[src/design/tsds_pkg.sv]
`timescale 1ns / 1ps
`default_nettype none
// ----------------------------------------------------------------------------
// tsds_pkg
// Shared types, constants and helpers for the touch sample denoise and
// smoothing block.
// ----------------------------------------------------------------------------
package tsds_pkg;

    localparam int SAMPLE_BITS  = 12;
    localparam int THR_BITS     = 12;
    localparam int LIM_BITS     = 2 * THR_BITS;
    localparam int SQ_BITS      = 2 * SAMPLE_BITS;
    localparam int DIST_BITS    = SQ_BITS + 1;
    localparam int HIST_DEPTH   = 4;
    localparam int FILL_BITS    = 3;
    localparam int SUM_BITS     = SAMPLE_BITS + 5;
    localparam int CFG_IDX_BITS = 1;
    localparam int MIX_ROWS     = 3;

    typedef logic [SAMPLE_BITS-1:0]  t_coord;
    typedef logic [THR_BITS-1:0]     t_thr;
    typedef logic [LIM_BITS-1:0]     t_lim;
    typedef logic [SQ_BITS-1:0]      t_sq;
    typedef logic [DIST_BITS-1:0]    t_dist;
    typedef logic [FILL_BITS-1:0]    t_fill;
    typedef logic [SUM_BITS-1:0]     t_sum;
    typedef logic [CFG_IDX_BITS-1:0] t_cfg_idx;
    typedef logic [3:0]              t_weight;
    typedef logic [2:0]              t_shift;

    typedef struct packed {
        t_coord x;
        t_coord y;
        t_coord p;
    } t_sample;

    // one pending result: sample, history fill after it, last of its run
    typedef struct packed {
        t_sample s;
        t_fill   fill;
        logic    last;
    } t_entry;

    localparam t_cfg_idx REG_VARIANCE_THR = t_cfg_idx'(0);
    localparam t_cfg_idx REG_DEJITTER_THR = t_cfg_idx'(1);

    localparam t_lim VAR_LIM_RST = t_lim'(400);
    localparam t_lim DJ_LIM_RST  = t_lim'(2500);

    localparam t_fill FILL_PASS  = t_fill'(0);
    localparam t_fill FILL_FIRST = t_fill'(1);
    localparam t_fill FILL_MAX   = t_fill'(HIST_DEPTH);

    localparam t_weight MIX_W [MIX_ROWS][HIST_DEPTH] = '{
        '{4'd5, 4'd3, 4'd0, 4'd0},
        '{4'd8, 4'd5, 4'd3, 4'd0},
        '{4'd6, 4'd4, 4'd3, 4'd3}
    };
    localparam t_shift MIX_SHIFT [MIX_ROWS] = '{3'd3, 3'd4, 3'd4};

    function automatic t_dist sq_dist(input t_sample a, input t_sample b);
        t_coord dx;
        t_coord dy;
        t_sq    qx;
        t_sq    qy;
        dx = (a.x > b.x) ? (a.x - b.x) : (b.x - a.x);
        dy = (a.y > b.y) ? (a.y - b.y) : (b.y - a.y);
        qx = t_sq'(dx) * t_sq'(dx);
        qy = t_sq'(dy) * t_sq'(dy);
        return {1'b0, qx} + {1'b0, qy};
    endfunction

endpackage
`default_nettype wire

[src/design/tsds_if.sv]
`timescale 1ns / 1ps
`default_nettype none
// ----------------------------------------------------------------------------
// tsds channel interfaces
// Valid/ready channels for raw samples, results and register writes.
// ----------------------------------------------------------------------------
interface tsds_in_if;
    logic                       valid;
    logic                       ready;
    logic [tsds_pkg::SAMPLE_BITS-1:0] touch_x;
    logic [tsds_pkg::SAMPLE_BITS-1:0] touch_y;
    logic [tsds_pkg::SAMPLE_BITS-1:0] touch_pressure;

    modport source (output valid, touch_x, touch_y, touch_pressure, input ready);
    modport sink   (input valid, touch_x, touch_y, touch_pressure, output ready);
endinterface

interface tsds_out_if;
    logic                       valid;
    logic                       ready;
    logic [tsds_pkg::SAMPLE_BITS-1:0] out_x;
    logic [tsds_pkg::SAMPLE_BITS-1:0] out_y;
    logic [tsds_pkg::SAMPLE_BITS-1:0] out_pressure;
    logic                       last_of_run;

    modport source (output valid, out_x, out_y, out_pressure, last_of_run, input ready);
    modport sink   (input valid, out_x, out_y, out_pressure, last_of_run, output ready);
endinterface

interface tsds_cfg_if;
    logic                          valid;
    logic                          ready;
    logic [tsds_pkg::CFG_IDX_BITS-1:0] index;
    logic [tsds_pkg::THR_BITS-1:0]     data;

    modport source (output valid, index, data, input ready);
    modport sink   (input valid, index, data, output ready);
endinterface
`default_nettype wire

[src/design/touch_sample_denoise_smooth.sv]
`timescale 1ns / 1ps
`default_nettype none
// ----------------------------------------------------------------------------
// touch_sample_denoise_smooth
// Variance spike filter followed by a 4-deep dejitter average.
// Path: input register, pending result queue, then the output register.
// Throughput: one request per cycle while each gives at most one result and
//   the result channel is not stalled; the smoothing stage emits one result
//   per cycle, so the two results of one request leave it one after the other.
// Reset: synchronous active low; clears filter state, queue and valids, and
//   loads thresholds 20 and 50. Smoothing history is not cleared.
// ----------------------------------------------------------------------------
module touch_sample_denoise_smooth (
    input  wire logic    i_clk,
    input  wire logic    i_rst_n,
    tsds_in_if.sink      i_sample,
    tsds_out_if.source   o_result,
    tsds_cfg_if.sink     i_cfg
);

    // thresholds, kept squared
    tsds_pkg::t_lim r_var_lim;
    tsds_pkg::t_lim r_dj_lim;

    // input register
    logic              r_in_valid;
    tsds_pkg::t_sample r_in;

    // variance filter state
    logic              r_pen_down;
    logic              r_held_valid;
    logic              r_susp_valid;
    tsds_pkg::t_sample r_held;
    tsds_pkg::t_sample r_susp;
    logic              n_pen_down;
    logic              n_held_valid;
    logic              n_susp_valid;
    tsds_pkg::t_sample n_held;
    tsds_pkg::t_sample n_susp;

    // dejitter run tracking
    tsds_pkg::t_fill   r_dj_fill;
    tsds_pkg::t_sample r_dj_last;
    tsds_pkg::t_fill   n_dj_fill;
    tsds_pkg::t_sample n_dj_last;

    // stage one results
    logic              a_fire;
    logic [1:0]        a_n;
    logic              a_from_susp;
    tsds_pkg::t_sample a_s0;
    tsds_pkg::t_sample a_s1;
    tsds_pkg::t_fill   a_f0;
    tsds_pkg::t_fill   a_f1;
    tsds_pkg::t_dist   d_ch;
    tsds_pkg::t_dist   d_cs;
    tsds_pkg::t_dist   d_hl;
    tsds_pkg::t_dist   d_sl;
    tsds_pkg::t_dist   a_d0;
    logic              a_jump_c;
    logic              a_jump_s;

    // pending result queue
    tsds_pkg::t_entry  r_q [4];
    logic [1:0]        r_q_wr;
    logic [1:0]        r_q_rd;
    logic [2:0]        r_q_count;
    logic [2:0]        n_q_count;

    // smoothing stage
    logic              b_pop;
    tsds_pkg::t_entry  b_e;
    tsds_pkg::t_sample r_hist [tsds_pkg::HIST_DEPTH-1];
    tsds_pkg::t_sample b_win  [tsds_pkg::HIST_DEPTH];
    logic [1:0]        b_row;
    tsds_pkg::t_sum    b_sx;
    tsds_pkg::t_sum    b_sy;
    tsds_pkg::t_sum    b_sp;
    tsds_pkg::t_sum    b_hx;
    tsds_pkg::t_sum    b_hy;
    tsds_pkg::t_sum    b_hp;
    tsds_pkg::t_sample b_res;

    // output register
    logic              r_out_valid;
    tsds_pkg::t_sample r_out;
    logic              r_out_last;

    // configuration
    assign i_cfg.ready = 1'b1;

    always_ff @(posedge i_clk) begin
        if (!i_rst_n) begin
            r_var_lim <= tsds_pkg::VAR_LIM_RST;
            r_dj_lim  <= tsds_pkg::DJ_LIM_RST;
        end else if (i_cfg.valid) begin
            case (i_cfg.index)
                tsds_pkg::REG_VARIANCE_THR: begin
                    r_var_lim <= tsds_pkg::t_lim'(i_cfg.data) * tsds_pkg::t_lim'(i_cfg.data);
                end
                tsds_pkg::REG_DEJITTER_THR: begin
                    r_dj_lim <= tsds_pkg::t_lim'(i_cfg.data) * tsds_pkg::t_lim'(i_cfg.data);
                end
                default: begin
                end
            endcase
        end
    end

    // input register
    assign a_fire         = r_in_valid && (r_q_count <= 3'd2);
    assign i_sample.ready = !r_in_valid || a_fire;

    always_ff @(posedge i_clk) begin
        if (!i_rst_n) begin
            r_in_valid <= 1'b0;
        end else if (i_sample.ready) begin
            r_in_valid <= i_sample.valid;
        end
    end

    always_ff @(posedge i_clk) begin
        if (i_sample.valid && i_sample.ready) begin
            r_in <= '{x: i_sample.touch_x, y: i_sample.touch_y, p: i_sample.touch_pressure};
        end
    end

    // variance filter
    assign d_ch     = tsds_pkg::sq_dist(r_in, r_held);
    assign d_cs     = tsds_pkg::sq_dist(r_in, r_susp);
    assign d_hl     = tsds_pkg::sq_dist(r_held, r_dj_last);
    assign d_sl     = tsds_pkg::sq_dist(r_susp, r_dj_last);
    assign a_jump_c = d_ch > tsds_pkg::t_dist'(r_var_lim);
    assign a_jump_s = d_cs > tsds_pkg::t_dist'(r_var_lim);

    always_comb begin
        n_pen_down   = r_pen_down;
        n_held_valid = r_held_valid;
        n_susp_valid = r_susp_valid;
        n_held       = r_held;
        n_susp       = r_susp;
        a_n          = 2'd0;
        a_s0         = r_held;
        a_s1         = r_in;
        a_from_susp  = 1'b0;
        if (r_in.p == '0) begin
            // pen up: release held, and the pen-up sample when pen was down
            a_n          = r_pen_down ? 2'd2 : 2'd1;
            n_pen_down   = 1'b0;
            n_held_valid = 1'b0;
            n_susp_valid = 1'b0;
            n_held       = r_in;
            if (r_pen_down) begin
                n_susp = r_in;
            end
        end else begin
            n_pen_down = 1'b1;
            if (!r_held_valid) begin
                n_held       = r_in;
                n_held_valid = 1'b1;
            end else if (a_jump_c) begin
                n_susp = r_in;
                if (r_susp_valid) begin
                    // second jump in a row: fast motion
                    a_s0        = r_susp;
                    a_from_susp = 1'b1;
                    if (a_jump_s) begin
                        a_n          = 2'd1;
                        n_held       = r_susp;
                        n_susp_valid = 1'b1;
                    end else begin
                        a_n          = 2'd2;
                        a_s1         = r_susp;
                        n_held       = r_in;
                        n_susp_valid = 1'b0;
                    end
                end else begin
                    n_susp_valid = 1'b1;
                end
            end else begin
                a_n          = 2'd1;
                n_susp_valid = 1'b0;
                n_held       = r_in;
            end
        end
    end

    // history fill for each released sample
    assign a_d0 = a_from_susp ? d_sl : d_hl;

    always_comb begin
        if (a_s0.p == '0) begin
            a_f0 = tsds_pkg::FILL_PASS;
        end else if (r_dj_fill == tsds_pkg::FILL_PASS
                     || a_d0 > tsds_pkg::t_dist'(r_dj_lim)) begin
            a_f0 = tsds_pkg::FILL_FIRST;
        end else if (r_dj_fill == tsds_pkg::FILL_MAX) begin
            a_f0 = tsds_pkg::FILL_MAX;
        end else begin
            a_f0 = r_dj_fill + tsds_pkg::t_fill'(1);
        end

        // a second non pen-up sample repeats the first one
        if (a_s1.p == '0) begin
            a_f1 = tsds_pkg::FILL_PASS;
        end else if (a_f0 == tsds_pkg::FILL_MAX) begin
            a_f1 = tsds_pkg::FILL_MAX;
        end else begin
            a_f1 = a_f0 + tsds_pkg::t_fill'(1);
        end

        case (a_n)
            2'd1:    n_dj_fill = a_f0;
            2'd2:    n_dj_fill = a_f1;
            default: n_dj_fill = r_dj_fill;
        endcase

        n_dj_last = r_dj_last;
        if (a_n != 2'd0 && a_s0.p != '0) begin
            n_dj_last = a_s0;
        end
    end

    always_ff @(posedge i_clk) begin
        if (!i_rst_n) begin
            r_pen_down   <= 1'b0;
            r_held_valid <= 1'b0;
            r_susp_valid <= 1'b0;
            r_held       <= '0;
            r_susp       <= '0;
            r_dj_fill    <= tsds_pkg::FILL_PASS;
        end else if (a_fire) begin
            r_pen_down   <= n_pen_down;
            r_held_valid <= n_held_valid;
            r_susp_valid <= n_susp_valid;
            r_held       <= n_held;
            r_susp       <= n_susp;
            r_dj_fill    <= n_dj_fill;
        end
    end

    always_ff @(posedge i_clk) begin
        if (a_fire) begin
            r_dj_last <= n_dj_last;
        end
    end

    // pending result queue
    assign b_pop     = (r_q_count != 3'd0) && (!r_out_valid || o_result.ready);
    assign n_q_count = r_q_count + (a_fire ? {1'b0, a_n} : 3'd0) - {2'b00, b_pop};
    assign b_e       = r_q[r_q_rd];

    always_ff @(posedge i_clk) begin
        if (!i_rst_n) begin
            r_q_wr    <= 2'd0;
            r_q_rd    <= 2'd0;
            r_q_count <= 3'd0;
        end else begin
            r_q_count <= n_q_count;
            if (a_fire) begin
                r_q_wr <= r_q_wr + a_n;
            end
            if (b_pop) begin
                r_q_rd <= r_q_rd + 2'd1;
            end
        end
    end

    always_ff @(posedge i_clk) begin
        if (a_fire && a_n != 2'd0) begin
            r_q[r_q_wr] <= '{s: a_s0, fill: a_f0, last: (a_n == 2'd1)};
        end
        if (a_fire && a_n == 2'd2) begin
            r_q[r_q_wr + 2'd1] <= '{s: a_s1, fill: a_f1, last: 1'b1};
        end
    end

    // smoothing stage
    always_comb begin
        b_win[0] = b_e.s;
        for (int i = 1; i < tsds_pkg::HIST_DEPTH; i++) begin
            b_win[i] = (tsds_pkg::t_fill'(i) < b_e.fill) ? r_hist[i-1] : '0;
        end

        case (b_e.fill)
            3'd3:    b_row = 2'd1;
            3'd4:    b_row = 2'd2;
            default: b_row = 2'd0;
        endcase

        b_sx = '0;
        b_sy = '0;
        b_sp = '0;
        for (int i = 0; i < tsds_pkg::HIST_DEPTH; i++) begin
            b_sx = b_sx + tsds_pkg::t_sum'(b_win[i].x)
                        * tsds_pkg::t_sum'(tsds_pkg::MIX_W[b_row][i]);
            b_sy = b_sy + tsds_pkg::t_sum'(b_win[i].y)
                        * tsds_pkg::t_sum'(tsds_pkg::MIX_W[b_row][i]);
            b_sp = b_sp + tsds_pkg::t_sum'(b_win[i].p)
                        * tsds_pkg::t_sum'(tsds_pkg::MIX_W[b_row][i]);
        end
        b_hx = b_sx >> tsds_pkg::MIX_SHIFT[b_row];
        b_hy = b_sy >> tsds_pkg::MIX_SHIFT[b_row];
        b_hp = b_sp >> tsds_pkg::MIX_SHIFT[b_row];

        if (b_e.fill > tsds_pkg::FILL_FIRST) begin
            b_res.x = b_hx[tsds_pkg::SAMPLE_BITS-1:0];
            b_res.y = b_hy[tsds_pkg::SAMPLE_BITS-1:0];
            b_res.p = b_hp[tsds_pkg::SAMPLE_BITS-1:0];
        end else begin
            b_res = b_e.s;
        end
    end

    always_ff @(posedge i_clk) begin
        if (b_pop && b_e.s.p != '0) begin
            r_hist[0] <= b_e.s;
            for (int i = 1; i < tsds_pkg::HIST_DEPTH - 1; i++) begin
                r_hist[i] <= r_hist[i-1];
            end
        end
    end

    // output register
    always_ff @(posedge i_clk) begin
        if (!i_rst_n) begin
            r_out_valid <= 1'b0;
        end else if (b_pop) begin
            r_out_valid <= 1'b1;
        end else if (o_result.ready) begin
            r_out_valid <= 1'b0;
        end
    end

    always_ff @(posedge i_clk) begin
        if (b_pop) begin
            r_out      <= b_res;
            r_out_last <= b_e.last;
        end
    end

    assign o_result.valid        = r_out_valid;
    assign o_result.out_x        = r_out.x;
    assign o_result.out_y        = r_out.y;
    assign o_result.out_pressure = r_out.p;
    assign o_result.last_of_run  = r_out_last;

endmodule
`default_nettype wire

[src/flat_wrapper.sv]
// flat-port wrapper written by rule: the top's interface ports become plain ports
module touch_sample_denoise_smooth_flat 
  (i_clk, i_rst_n, i_sample_valid, i_sample_touch_x, i_sample_touch_y, i_sample_touch_pressure, i_sample_ready, o_result_valid, o_result_out_x, o_result_out_y, o_result_out_pressure, o_result_last_of_run, o_result_ready, i_cfg_valid, i_cfg_index, i_cfg_data, i_cfg_ready);
  tsds_in_if i_sample_i ();
  tsds_out_if o_result_i ();
  tsds_cfg_if i_cfg_i ();
  input  wire logic i_clk;
  input  wire logic i_rst_n;
  input wire logic [$bits(i_sample_i.valid)-1:0] i_sample_valid;
  input wire logic [$bits(i_sample_i.touch_x)-1:0] i_sample_touch_x;
  input wire logic [$bits(i_sample_i.touch_y)-1:0] i_sample_touch_y;
  input wire logic [$bits(i_sample_i.touch_pressure)-1:0] i_sample_touch_pressure;
  output wire logic [$bits(i_sample_i.ready)-1:0] i_sample_ready;
  output wire logic [$bits(o_result_i.valid)-1:0] o_result_valid;
  output wire logic [$bits(o_result_i.out_x)-1:0] o_result_out_x;
  output wire logic [$bits(o_result_i.out_y)-1:0] o_result_out_y;
  output wire logic [$bits(o_result_i.out_pressure)-1:0] o_result_out_pressure;
  output wire logic [$bits(o_result_i.last_of_run)-1:0] o_result_last_of_run;
  input wire logic [$bits(o_result_i.ready)-1:0] o_result_ready;
  input wire logic [$bits(i_cfg_i.valid)-1:0] i_cfg_valid;
  input wire logic [$bits(i_cfg_i.index)-1:0] i_cfg_index;
  input wire logic [$bits(i_cfg_i.data)-1:0] i_cfg_data;
  output wire logic [$bits(i_cfg_i.ready)-1:0] i_cfg_ready;
  assign i_sample_i.valid = i_sample_valid;
  assign i_sample_i.touch_x = i_sample_touch_x;
  assign i_sample_i.touch_y = i_sample_touch_y;
  assign i_sample_i.touch_pressure = i_sample_touch_pressure;
  assign i_sample_ready = i_sample_i.ready;
  assign o_result_valid = o_result_i.valid;
  assign o_result_out_x = o_result_i.out_x;
  assign o_result_out_y = o_result_i.out_y;
  assign o_result_out_pressure = o_result_i.out_pressure;
  assign o_result_last_of_run = o_result_i.last_of_run;
  assign o_result_i.ready = o_result_ready;
  assign i_cfg_i.valid = i_cfg_valid;
  assign i_cfg_i.index = i_cfg_index;
  assign i_cfg_i.data = i_cfg_data;
  assign i_cfg_ready = i_cfg_i.ready;
  touch_sample_denoise_smooth u_core (.i_clk(i_clk), .i_rst_n(i_rst_n), .i_sample(i_sample_i), .o_result(o_result_i), .i_cfg(i_cfg_i));
endmodule
[config.mk]
export PLATFORM = sky130hd
export DESIGN_NAME = touch_sample_denoise_smooth_flat
export DESIGN_NICKNAME = d
export VERILOG_FILES = /design/src/design/tsds_pkg.sv /design/src/design/tsds_if.sv /design/src/design/touch_sample_denoise_smooth.sv /design/src/flat_wrapper.sv
export SDC_FILE = /design/constraint.sdc
export NUM_CORES = 2
export LEC_CHECK = 0
export BUFFER_PORTS_ARGS = -buffer_cell sky130_fd_sc_hd__buf_2
export CORE_MARGIN = 10
export CORE_UTILIZATION = 40
export CTS_CLUSTER_DIAMETER = 120
export DETAILED_ROUTE_END_ITERATION = 6
export PLACE_DENSITY = 0.59
export RECOVER_POWER = 25
export SLEW_MARGIN = 10
export SYNTH_ARGS = -nofsm -noshare
export SYNTH_HDL_FRONTEND = slang
export SYNTH_SLANG_ARGS = --single-unit
[constraint.sdc]
create_clock -name i_clk -period 13 [get_ports i_clk]
set_input_delay 2.6 -clock i_clk [delete_from_list [all_inputs] [get_ports i_clk]]
set_output_delay 2.6 -clock i_clk [all_outputs]
set_load 0.005 [all_outputs]
Yosys cells after proc, flatten, opt, wreduce, memory -nomap -nowiden
Memory sizes are Yosys's and may differ from the RTL's. A register that Yosys moved wholly into a read port is not among the register bits.
Index checks and enable logic that the tools add are counted.

word-level totals
  bits in registers = 231
  output and inout bits = 40
  memories kept = 2
  word-level logic and storage cells = 216
  RAM bits = 268
  input port bits = 54

operators by class
  add/subtract/negate cells = 36
  reduce and logical (&&, ||, !) cells = 31
  shift-type cells = 3
  equality and inequality tests = 8
  $mul = 21
  multiplexer cells = 71
  magnitude comparators = 17
  bitwise logic cells = 2

memory list
  memory         words  bits a word  read ports  clocked after memory_dff  wr ports  RTL line                           text
  u_core.r_q     4      40           1           1                         2         touch_sample_denoise_smooth.sv:64  tsds_pkg::t_entry r_q [4];
  u_core.r_hist  3      36           3           0                         3         touch_sample_denoise_smooth.sv:73  tsds_pkg::t_sample r_hist [tsds_pkg::HIST_DEPTH-1];

operator list
  operator                                      number
  2-to-1 mux 36 bit                             22
  multiplier 12 x 12 -> 24 bit                  9
  multiplier 12 x 4 -> 16 bit                   12
  subtractor 12 bit                             16
  adder 17 x 16 -> 17 bit                       6
  adder 24 x 24 -> 25 bit                       4
  greater-than comparator 12 bit                8
  2-to-1 mux 12 bit                             8
  greater-than comparator 25 x 24 -> 1 bit      3
  adder 16 x 16 -> 17 bit                       3
  >> shifter 17 x 3 -> 12 bit                   3
  zero test 12 bit                              3
  binary-select mux 16 bit (select 2 bit)       1
  2-to-1 mux 16 bit                             2
  2-to-1 mux 25 bit                             1
  nonzero test 12 bit                           2
  2-to-1 mux 3 bit                              7
  2-to-1 mux 1 bit                              18
  2-to-1 mux 2 bit                              9
  AND reduction 2 bit                           6
  nonzero test 2 bit                            5
  == test 3 bit (second input constant)         3
  logical AND 1 bit                             7
  adder 3 x 1 -> 3 bit (second input constant)  2
  24 further kinds                              29

Logic depth before layout (Yosys ltp)
  word-level depth = 17
  depth in mapped cells = 70
  depth with buffers taken out = 64

Worst setup path after synthesis
No wires, ideal clock.

  path type = reg-to-reg
  start = reg u_core.r_in[24] in the netlist's numbering
  end = mem u_core.r_q[0][3] in the netlist's numbering, data pin
  cell stages (with the launch flop) = 63
  data arrival time = 14050 ps
  period minus slack after synthesis = 14324 ps
  library setup time = 274 ps
  path buffers = 6
  data required time = 12726 ps
  slack = -1324 ps
  cell sequence = edfxtp_1 inv_1 ha_1 inv_1 fa_1 a21oi_1 nand4b_1 nand3_1 a41oi_1 o21ai_0 clkbuf_1 and2_1 a221oi_1 xnor2_1 clkinv_1 nor2_1 inv_1 fa_1 (+27 left out) buf_2 buf_1 a21oi_1 ha_1 a21o_1 a2111oi_0 o21a_1 o21ai_0 o21a_1 nor3_1 o21bai_1 or4b_1 buf_2 ha_1 inv_1 nand2_1 o211ai_2 o22ai_1

RTL lines
  item                    RTL line                            text
  start, declared         touch_sample_denoise_smooth.sv:27   tsds_pkg::t_sample r_in;
  start signal, assigned  touch_sample_denoise_smooth.sv:124  r_in <= '{x: i_sample.touch_x, y: i_sample.touch_y, p: i_sample.touch_pressure};
  end, declared           touch_sample_denoise_smooth.sv:64

==> impl_metrics.yaml <==
global_routing:
  track_usage: 0.215
  grt_pass1_vias: 64800
  grt_pass1_wl_um: 371000
  antenna_found_initial: 9
  grt_max_degree: 89
  grt_remaining_overflow: 0
timing:
  rsz0062_at_grt: "yes"
  finalCritPeriodShare: 1.05
  hold_viol: 0
  setup_viol: 15
  fin_crit_ns: 13.62
  worstMarginPinSlew_ns: 2.85
  worst_clock_skew_ns: 0.0789
  setup_ws_ns: -0.620
  relSlewSlack: -0.901
  fmax_mhz: 73.4
  finalMaxSlewViolations: 153
layout:
  nFillCells: 19000
  drive_gt1_frac: 0.165
  syn_to_final_growth_pct: 16.8
  final_common_cell: "inv_1"
  multi_input_area_um2: 59800
  finalNetCount: 11400
  stdcell_count: 11900
  seq_area_um2: 13600
  final_area_um2: 93400
  layout_common_cells: "inv_1, fa_1, ha_1"
setup_path:
  r2r-end: "u_core.r_q[3][3]"
  cp_slowest_cell: "or4b_4"
  start_kind: "flip-flop"
  crit_required_ns: 13.38
  critPathTopFamily: "adder cells"
  cp_slowest_stage_delay_ns: 0.60
  ff2ff_path_depth: 62
  critical_path_class: "flip-flop to flip-flop"
  crit_path_end_kind: "flip-flop"
  cp.arrival_ns: 14.00
  path_max_fanout: 7
  worst-path-buf-inv: 15
  timing.rr.start: "u_core.r_in[24]"
  cpMostUsedCell: "fa_1"
  ff2ff_setup_slack_ns: -0.62
clock_network:
  cts_tree: "built"
  numCtsBuffers: 55
  cts_root_buf: "clkbuf_16"
  hold_buffers: 0
  clock_latency_ns: 0.72
  clk_pin_slew_ns: 0.07
  clockBufferDepth: 3
  h-tree-depth: 2
  cts_sinks: 499
placement:
  gp_congestion: 0.946
  place_area_um2: 89500
  hpwl_um: 197000
  placedCellCount: 11700
  io_buffers: 92
synthesis:
  synth-seq-cells: 499
  yosysTopAreaCell: "fa_1"
  synth_area_leaders: "fa_1, ha_1, edfxtp_1"
  syn_area_per_cell_um2: 9.48
  synth_ff_type: "edfxtp_1"
  async_flop_share: 0
  synth-edff-count: 361
  yosysSeqAreaShare: 0.170
  yosys_warnings: 0
  synth.top_cell.area_share: 0.300
  synth.distinct_cells: 92
  netlist_instances: 8431
  syn_nets: 10700
  syn_area_um2: 79900
worst_hold_path:
  holdPathStages: 0
  hp-class: "flip-flop to flip-flop"
  holdCritStartpoint: "u_core.r_hist[0][53]"
  hold_end: "u_core.r_hist[0][89]"
routing:
  wl_per_cell_um: 19.8
  drc: 0
  drt-initial-drc-count: 3707
  dr.pass1.iters: 5
  via_count: 60800
  post_drt_via_cell_ratio: 5.13
  ant_nets: 0
  drt_wl_total_um: 235000
die:
  core_area_um2: 199000
  row_count: 164
  die-area_um2: 218000
  die_h_um: 467
  start_util: 0.401
  die_w_um: 467
  pin_count: 94
outcome:
  status: "finished, violations left"
  failed_checks: "capacitance limit, slew limit, setup timing"
flow_run:
  max-cap-violations: 4
==> per-layer routing <==
layer	vias to the layer above	global-route usage	wire [um]
met5	-	0	61
met4	10	0.0604	7440
met3	302	0.0225	11800
met2	1442	0.365	113000
met1	30600	0.292	103000
li1	28400	-	-
==> cells in the mapped netlist (all sizes together), types with 41 or more instances <==
| cell type | n |
|---|---|
| inv | 1823 |
| fa | 1197 |
| ha | 985 |
| nor2 | 603 |
| nand2 | 521 |
| edfxtp | 361 |
| a21oi | 338 |
| clkbuf | 252 |
| and2 | 238 |
| o21ai | 218 |
| o22ai | 166 |
| xnor2 | 149 |
| dfxtp | 138 |
| a21o | 130 |
| or2 | 114 |
| mux2i | 113 |
| xor2 | 104 |
| nand2b | 103 |
| and3 | 91 |
| nand3 | 64 |
| nor2b | 63 |
| o211ai | 62 |
| nor3 | 60 |
| buf | 49 |
| o21a | 41 |
==> through the flow <==
step                      utilization  hold WS (ns)  setup TNS [ns]  worst slack, ns
after floorplan                     -         0.417           -1.20           -0.206
after global placement          0.449         0.420          -14.32           -0.997
after detailed placement        0.449         0.423          -25.01            -1.19
after CTS                       0.463         0.411           -8.34           -0.520
after global routing            0.469         0.422          -37.20            -1.20
final                           0.469         0.438           -7.65           -0.620
==> flip-flops by register name, summed over array words and instances (netlist names), named ones only <==
signal / cells
u_core.o_result.last_of_run: 1
u_core.o_result.out_pressure: 12
u_core.o_result.out_x: 12
u_core.o_result.out_y: 12
u_core.o_result.valid: 1
u_core.r_dj_fill: 3
u_core.r_dj_last: 24
u_core.r_dj_lim: 23
u_core.r_held: 36
u_core.r_hist: 108
u_core.r_in: 36
u_core.r_in_valid: 1
u_core.r_pen_down: 1
u_core.r_q: 160
u_core.r_q_count: 3
u_core.r_q_rd: 2
u_core.r_q_wr: 2
u_core.r_susp: 36
u_core.r_susp_valid: 1
u_core.r_var_lim: 23
==> worst max path at each step <==
stage | from | to | slack [ns] | cells after the start
finish | u_core.r_in[24] | u_core.r_q[3][3] | -0.62 | 62
global route | u_core.r_in[24] | u_core.r_q[1][3] | -1.20 | 62
CTS | u_core.r_in[12] | u_core.r_q[0][3] | -0.52 | 62
detailed placement | u_core.r_in[24] | u_core.r_q[0][2] | -1.19 | 54
global placement | u_core.r_in[24] | u_core.r_q[0][3] | -1.0 | 54
floorplan | u_core.r_in[12] | u_core.r_q[0][3] | -0.21 | 63
==> kinds of logic (layout without fill, tap and decap cells) <==
logic type	count (synthesis)	count (layout)	share of synthesized area
AOI/OAI and AO/OA	1227	1227	0.0998
xor gates and xnor gates	253	253	0.0279
adders and majority gates	2182	2182	0.454
buffers and inverters	2132	2910	0.101
DFF	499	499	0.170
muxes	188	188	0.0304
other	1	4	0.0000469
and+or+nand+nor	1949	1949	0.117
==> final cells by class <==
| class | instances | share of cell area |
|---|---|---|
| diodes | 3 | 0.0000804 |
| clock buffers | 65 | 0.0156 |
| clock inverters | 39 | 0.00552 |
| well taps | 2656 | 0.0356 |
| repair buffers | 975 | 0.0830 |
| inverters | 1831 | 0.0737 |
| flip-flops and latches | 499 | 0.146 |
| multi-input cells | 5800 | 0.641 |
==> repair_timing <==
| item | CTS | global route |
|---|---|---|
| setup endpoints to repair | 302 | 380 |
| gates resized for setup | 107 | 175 |
| gates cloned | 5 | 3 |
| pin swaps | 92 | 107 |
| buffers inserted | 37 | 29 |
Power is not shown: default switching activity piles up to over one toggle a cycle in this logic, so the estimate is an artifact.
